**config.mk**
```make
export PLATFORM = sky130hd
export DESIGN_NAME = dcnr_csr
export DESIGN_NICKNAME = d
export VERILOG_FILES = /design/src/hw/rtl/dcnr_pkg.sv /design/src/hw/rtl/dcnr_csr.sv
export SDC_FILE = /design/constraint.sdc
export NUM_CORES = 1
export LEC_CHECK = 0
export BUFFER_PORTS_ARGS = -buffer_cell sky130_fd_sc_hd__buf_2
export CAP_MARGIN = 20
export CORE_MARGIN = 10
export CORE_UTILIZATION = 38
export DETAILED_ROUTE_END_ITERATION = 6
export PLACE_DENSITY = 0.76
export SETUP_SLACK_MARGIN = 0.2
export SLEW_MARGIN = 20
export SYNTH_ARGS = -nofsm -noshare
export SYNTH_HDL_FRONTEND = slang
export SYNTH_SLANG_ARGS = --single-unit
```
**constraint.sdc**
```tcl
create_clock -name clock -period 1.6 [get_ports clock]
set_input_delay 0.32 -clock clock [delete_from_list [all_inputs] [get_ports clock]]
set_output_delay 0.32 -clock clock [all_outputs]
set_load 0.1 [all_outputs]
```
**src/hw/rtl/dcnr_pkg.sv**
```systemverilog
// Package for the depthwise convolution / norm / ReLU block.
// Holds sizes, action codes, state enum and the config struct; no dependencies.
`default_nettype none
package dcnr_pkg;
   localparam int MaxHeight   = 64;
   localparam int MaxWidth    = 64;
   localparam int MaxChannels = 32;
   localparam int MaxKernel   = 5;

   typedef enum logic [1:0] {
      ACT_WR_ACT   = 2'd0,
      ACT_WR_TAP   = 2'd1,
      ACT_WR_NORM  = 2'd2,
      ACT_COMPUTE  = 2'd3
   } action_type;

   typedef enum logic [2:0] {
      ST_IDLE, ST_SETUP, ST_WIN, ST_DRAIN, ST_MUL, ST_SUM, ST_OUT
   } state_type;

   // Config register indexes
   localparam logic [2:0] REG_KSIZE  = 3'd0;
   localparam logic [2:0] REG_STRIDE = 3'd1;
   localparam logic [2:0] REG_PAD    = 3'd2;
   localparam logic [2:0] REG_HEIGHT = 3'd3;
   localparam logic [2:0] REG_WIDTH  = 3'd4;
   localparam logic [2:0] REG_CHANS  = 3'd5;

   typedef struct packed {
      logic [2:0] ksize;
      logic [2:0] stride;
      logic [1:0] pad;
      logic [6:0] height;
      logic [6:0] width;
      logic [5:0] chans;
   } cfg_type;
endpackage
`default_nettype wire

```
**src/hw/rtl/dcnr_csr.sv**
```systemverilog
// Configuration registers behind an APB-style port.
// Depends on dcnr_pkg.
`default_nettype none
module dcnr_csr (
   input  wire logic           clock,
   input  wire logic           reset,
   input  wire logic           csr_psel,
   input  wire logic           csr_penable,
   input  wire logic           csr_pwrite,
   input  wire logic [4:0]     csr_paddr,
   input  wire logic [31:0]    csr_pwdata,
   output logic [31:0]         csr_prdata,
   output dcnr_pkg::cfg_type   cfg
);
   import dcnr_pkg::*;
   cfg_type cfg_ff, cfg_in;
   logic    wr;
   logic [2:0] idx;

   assign idx = csr_paddr[4:2];
   assign wr  = csr_psel && csr_penable && csr_pwrite;

   always_comb begin
      cfg_in = cfg_ff;
      if (wr && csr_paddr[1:0] == 2'd0) begin
         unique case (idx)
            REG_KSIZE:  cfg_in.ksize  = csr_pwdata[2:0];
            REG_STRIDE: cfg_in.stride = csr_pwdata[2:0];
            REG_PAD:    cfg_in.pad    = csr_pwdata[1:0];
            REG_HEIGHT: cfg_in.height = csr_pwdata[6:0];
            REG_WIDTH:  cfg_in.width  = csr_pwdata[6:0];
            REG_CHANS:  cfg_in.chans  = csr_pwdata[5:0];
            default: ;
         endcase
      end
   end

   always_comb begin
      csr_prdata = '0;
      unique case (idx)
         REG_KSIZE:  csr_prdata[2:0] = cfg_ff.ksize;
         REG_STRIDE: csr_prdata[2:0] = cfg_ff.stride;
         REG_PAD:    csr_prdata[1:0] = cfg_ff.pad;
         REG_HEIGHT: csr_prdata[6:0] = cfg_ff.height;
         REG_WIDTH:  csr_prdata[6:0] = cfg_ff.width;
         REG_CHANS:  csr_prdata[5:0] = cfg_ff.chans;
         default: ;
      endcase
   end

   always_ff @(posedge clock) begin
      if (reset) begin
         cfg_ff <= '{ksize: 3'd3, stride: 3'd1, pad: 2'd1, height: 7'd64,
                     width: 7'd64, chans: 6'd32};
      end else begin
         cfg_ff <= cfg_in;
      end
   end

   assign cfg = cfg_ff;
endmodule
`default_nettype wire

```
==> results of run 1 <==
power by group through the flow:
stage | clock network (uW) | logic (uW) | registers, uW
floorplan | 0 | 464 | 689
global placement | 0 | 518 | 678
detailed placement | 0 | 521 | 678
CTS | 506 | 567 | 661
global route | 526 | 599 | 661
finish | 492 | 578 | 661
worst max-delay path, stage by stage (launching register included):
cell	delay, ns
sky130_fd_sc_hd__dfxtp_4	0.35
sky130_fd_sc_hd__mux4_2	0.47
sky130_fd_sc_hd__o21a_4	0.22
sky130_fd_sc_hd__buf_12	0.16
cell usage after synthesis, types with 2 or more instances:
cell type                   count  area [um^2]
sky130_fd_sc_hd__mux2i_1       35          350
sky130_fd_sc_hd__dfxtp_1       28          561
sky130_fd_sc_hd__nand2b_1      28          175
sky130_fd_sc_hd__buf_4         25          188
sky130_fd_sc_hd__nor2_1        12         45.0
sky130_fd_sc_hd__clkbuf_1       9         33.8
sky130_fd_sc_hd__nand2_1        3         11.3
sky130_fd_sc_hd__o21ai_0        3         15.0
sky130_fd_sc_hd__o2bb2ai_1      3         26.3
sky130_fd_sc_hd__and2_1         2         12.5
sky130_fd_sc_hd__buf_2          2         10.0
sky130_fd_sc_hd__inv_1          2         7.51
sky130_fd_sc_hd__mux4_2         2         45.0
sky130_fd_sc_hd__nand3_1        2         10.0
logic make-up after synthesis:
family	synth area share, %
AO/OA/AOI/OAI	4.44
buffers and inverters	14.9
flip-flops	34.9
multiplexers	24.6
other	0.233
AND/OR/NAND/NOR	21.0
routing by layer:
metal	part of all wire, %	GRT usage [%]	up-vias	wire [um]
met5	0	0	-	0
met4	0.41	2.99	0	19
met3	6.8	4.11	2	316
met2	51	21.4	45	2360
met1	42	14.4	647	1970
li1	-	-	677	-
per-stage QoR:
stage	setup WS, ns	TNS, ns
final	-0.189	-0.354
after global routing	-0.219	-0.504
after CTS	-0.201	-0.376
after detailed placement	-0.180	-1.55
after global placement	-0.173	-1.53
after floorplan	-0.129	-0.312
cell type report:
cell class	instances	share of cell area, %
clock buffers	4	2.58
inverters	2	0.292
multi-input cells	129	41.3
flip-flops and latches	28	25.4
well taps	50	2.43
repair buffers	79	28.0
final timing paths:
kind | startpoint | end
max | cfg[14] | csr_prdata[1]
min reg2reg | cfg[2] | cfg[2]
max reg2reg | cfg[14] | cfg[14]
min | csr_pwdata[6] | cfg[19]
timing repair:
item                       CTS  global route
hold buffers                 0             0
setup endpoints to repair   13            37
pin swaps                    5             0
buffers inserted             8             1
gates cloned                 1             0
gates resized for setup     33            21
==> impl_metrics.csv, run 1 <==
group,metric,value,unit
finish,mostFrequentLayoutCell,"sky130_fd_sc_hd__mux2i_1",
yosys,mappedNetlistArea,1610,um^2
die,floorplan.rows,23,
cts,clock_path_buffers,2,
drt,ant_nets,0,
cts,htree_num_levels,1,
drt,post_drt_via_cell_ratio,4.70,
cts,clk_latency,0.27,ns
finish,nNetsFinal,285,
cts,clock_pin_slew_worst_setup_and_hold_paths,0.09,ns
finish,final_layout_size_suffix_gt1_share,54.1,%
power_and_ir_drop,worst_ir_drop_vdd,0.614,mV
finish,fin_util,63.4,%
global_route,grt_antenna_before_repair,0,
cts,root_buffer,"sky130_fd_sc_hd__clkbuf_8",
place,instance_count_after_placement_with_tap_cells_included,278,
power_and_ir_drop,pwr-share-clk,28.4,%
finish,most-common-layout-cells,"sky130_fd_sc_hd__mux2i_1 (33), sky130_fd_sc_hd__nand2b_1 (27), sky130_fd_sc_hd__conb_1 (25)",
global_route,grt_pass1_wl,7530,um
flow_run,max_cap_violations,0,
outcome,violated_checks,"negative setup slack",
power_and_ir_drop,finalPower,1730,uW
setup_path,worst_ep_required_time,1.28,ns
worst_hold_path,min-delay-path-class,"in2reg",
cts,tritoncts.num_buffers,3,
finish,finish.cell_count_without_fillers,292,
drt,vias,1371,
drt,violation_count_after_the_first_detailed_routing_iteration,40,
die,die_height,85.0,um
timing,timing.final.setup_violations,2,
power_and_ir_drop,total_switching_power,649,uW
yosys,synth_sequential_area_ratio,34.9,%
finish,signed_area_change_from_the_synthesized_netlist_to_the_final_layout,60.1,%
timing,final_period_minus_worst_setup_slack,1.79,ns
global_route,number_of_global_route_vias_before_repair,1533,
place,place_hpwl,3710,um
finish,regArea,653,um^2
yosys,syn-instance-count,171,
die,design.die.area,7230,um^2
yosys,postSynthAreaPerCell,9.40,um^2
setup_path,rr_worst_depth,3,
outcome,outcome,"complete, but fails checks",
timing,timing.fmax,559,MHz
power_and_ir_drop,internal_power,1080,uW
die,pin_count,102,
timing,timing.hold.ws,0.328,ns
setup_path,path_class,"reg2out",
yosys,synthDistinctLibCells,29,
die,die-width,85.0,um
place,postPlaceCellArea,2240,um^2
cts,clock-sinks,28,
worst_hold_path,whs_path_depth,3,
finish,fillerInstances,329,
setup_path,reg2reg_setup_slack,0.89,ns
global_route,grt_util_all_layers,12.4,%
drt,detail_route.first_pass.iterations,4,
finish,largest_register_ffs,28,
drt,drc_errors,0,
yosys,number_of_warnings_issued_by_yosys,0,
timing,timing_hold_violations_final,0,
cts,cts_tree,"done",
power_and_ir_drop,pwr_density_cell,672,nW/um^2
global_route,grt.overflow.total,0,
place,port_buffers,51,
timing,grt_setup_unrepaired,"yes",
yosys,synth-main-ff-cell,"sky130_fd_sc_hd__dfxtp_1",
drt,wirelength,4670,um
power_and_ir_drop,p_comb_share,33.4,%
setup_path,critical_path.endpoint_type,"output port",
power_and_ir_drop,netSwitchingFraction,37.5,%
place,gp_routability_congestion,0.843,
finish,ant_cells,0,
timing,setup_slack,-0.189,ns
setup_path,crit_path_max_fanout,2,
timing,final_min_period_over_clock_period,112,%
finish,final_cell_area,2570,um^2
setup_path,crit_arrival,1.47,ns
power_and_ir_drop,pwr-share-seq,38.2,%
finish,multiInputGateArea,1060,um^2
yosys,synth_seq_cells,28,
power_and_ir_drop,power.static_leakage,0.00118,uW
timing,finalMaxSlewViolations,0,
yosys,synth_enable_flop_cells,0,
timing,setup_skew,0,ns
drt,detail_route.wl_per_cell,16.0,um
global_route,largest_net_degree_at_the_start_of_global_routing,35,
die,standard_cell_core_area,4060,um^2
die,start_util,39.6,%
setup_path,critPathLaunchType,"flip-flop",
yosys,async_flop_share,0,%
(Power assumes the default switching activity.)
==> run 2: changes to the inputs <==
--- a/config.mk
+++ b/config.mk
@@ -16,3 +16,4 @@
 export SYNTH_ARGS = -nofsm -noshare
 export SYNTH_HDL_FRONTEND = slang
 export SYNTH_SLANG_ARGS = --single-unit
+export TNS_END_PERCENT = 50
==> impl_metrics.csv, run 2 (synthesis results as in run 1) <==
group,metric,value,unit
outcome,outcome,"complete, but fails checks",
outcome,violated_checks,"negative setup slack",
drt,ant_nets,0,
worst_hold_path,timing.hold.worst.start,"csr_pwdata[6]",
cts,clock-sinks,28,
timing,setup_slack,-0.200,ns
setup_path,critical_path.endpoint_type,"output port",
finish,mostFrequentLayoutCell,"sky130_fd_sc_hd__buf_4",
place,gp_routability_congestion,0.791,
setup_path,rr_endpoint,"cfg[26]",
power_and_ir_drop,worst_ir_drop_vdd,0.352,mV
die,start_util,39.6,%
die,pin_count,102,
cts,clock_path_buffers,2,
power_and_ir_drop,pwr_density_cell,668,nW/um^2
setup_path,path_cells,"mux4_2 -> o21a_4 -> buf_12",
setup_path,critPathLaunchType,"flip-flop",
cts,root_buffer,"sky130_fd_sc_hd__clkbuf_8",
timing,finalMaxSlewViolations,0,
setup_path,reg2reg_setup_slack,0.87,ns
timing,grt_setup_unrepaired,"yes",
timing,timing.final.setup_violations,4,
global_route,largest_net_degree_at_the_start_of_global_routing,35,
setup_path,crit_arrival,1.48,ns
drt,drc_errors,0,
drt,wirelength,4880,um
place,place_hpwl,3780,um
die,design.die.area,7230,um^2
timing,final_period_minus_worst_setup_slack,1.80,ns
setup_path,path_class,"reg2out",
drt,detail_route.first_pass.iterations,4,
place,post-place-ws,-0.281,ns
finish,signed_area_change_from_the_synthesized_netlist_to_the_final_layout,60.7,%
timing,setup_total_negative_slack,-0.441,ns
timing,timing_hold_violations_final,0,
cts,htree_num_levels,1,
worst_hold_path,end_point_of_the_worst_hold_path,"cfg[12]",
place,port_buffers,51,
flow_run,max_cap_violations,0,
setup_path,cp_slowest_stage_delay,0.47,ns
setup_path,timing.rr.start,"cfg[26]",
drt,violation_count_after_the_first_detailed_routing_iteration,70,
cts,clk_latency,0.27,ns
worst_hold_path,whs_path_depth,3,
worst_hold_path,min-delay-path-class,"in2reg",
finish,largest_register_ffs,28,
setup_path,crit_path_max_fanout,2,
drt,vias,1420,
drt,post_drt_via_cell_ratio,4.75,
drt,detail_route.wl_per_cell,16.3,um
power_and_ir_drop,power.static_leakage,0.00121,uW
timing,final_min_period_over_clock_period,113,%
finish,nNetsFinal,292,
die,die_height,85.0,um
global_route,grt_pass1_wl,7810,um
setup_path,cpMaxStageDelayCell,"sky130_fd_sc_hd__mux4_2",
setup_path,critical_path.n_buffers_inverters,1,
finish,most-common-layout-cells,"sky130_fd_sc_hd__buf_4 (35), sky130_fd_sc_hd__mux2i_1 (34), sky130_fd_sc_hd__nand2b_1 (27)",
finish,final_layout_size_suffix_gt1_share,55.0,%
cts,clock_pin_slew_worst_setup_and_hold_paths,0.09,ns
setup_path,critical_path.top_delay_family,"multiplexers",
die,die-width,85.0,um
setup_path,worst_ep_required_time,1.28,ns
cts,tritoncts.num_buffers,3,
global_route,number_of_global_route_vias_before_repair,1519,
die,floorplan.rows,23,
global_route,grt.overflow.total,0,
die,standard_cell_core_area,4060,um^2
timing,setup_skew,0,ns
global_route,grt_util_all_layers,13.0,%
timing,timing.fmax,555,MHz
setup_path,rr_worst_depth,3,
finish,ant_cells,0,
cts,cts_tree,"done",
global_route,grt_antenna_before_repair,0,
[run 2: metrics by stage]
step	area [um^2]	power [uW]	hold slack (ns)	utilization [%]	std cells
after global placement	2260	1190	0.478	55.6	284
after detailed placement	2260	1190	0.492	55.6	284
final	2580	1730	0.311	63.7	299
after floorplan	1940	1150	0.486	-	195
after CTS	2510	1730	0.305	61.8	295
after global routing	2580	1790	0.321	63.7	299
[run 2: final cells by class]
class | count | area [um^2]
multi-input combinational | 129 | 1030
fill | 318 | 1470
tap | 50 | 62.6
clock buffer | 4 | 66.3
timing repair buffer | 86 | 762
sequential | 28 | 653
inverter | 2 | 7.51
[run 2: routing by layer]
layer / vias to the layer above / GRT usage, % / wire [um]
li1: 692 / - / -
met5: - / 0 / 0
met2: 46 / 23.2 / 2610
met1: 676 / 13.9 / 1820
met3: 6 / 4.68 / 398
met4: 0 / 3.89 / 47
[run 2: worst register-to-register path, delay by kind of cell (launching register included)]
kind | cells | cell delay [ns]
mux | 1 | 0.07
simple gates | 1 | 0.09
buf+inv | 1 | 0.13
flops | 1 | 0.35
[run 2: how the worst max path moves through the flow]
stage / slack (ns) / startpoint / endpoint / cells after the start
floorplan: -0.13 / cfg[22] / csr_prdata[0] / 3
CTS: -0.21 / cfg[14] / csr_prdata[1] / 3
finish: -0.20 / cfg[14] / csr_prdata[1] / 3
global placement: -0.27 / csr_paddr[2] / csr_prdata[1] / 4
detailed placement: -0.28 / csr_paddr[2] / csr_prdata[1] / 4
global route: -0.24 / cfg[13] / csr_prdata[0] / 4
[run 2: report_power, final]
group	internal [uW]	total [uW]	switching, uW
logic	145	571	426
registers	660	661	1.30
clock network	272	495	222
total	1080	1730	650
[run 2: repair_timing]
action / CTS / global route
setup buffers: 7 / 4
cloned: 0 / 0
endpoints found under the hold margin: 0 / 0
hold buffers: 0 / 0
pin swaps: 7 / 6
setup endpoints to repair: 22 / 30
gates resized for setup: 36 / 18
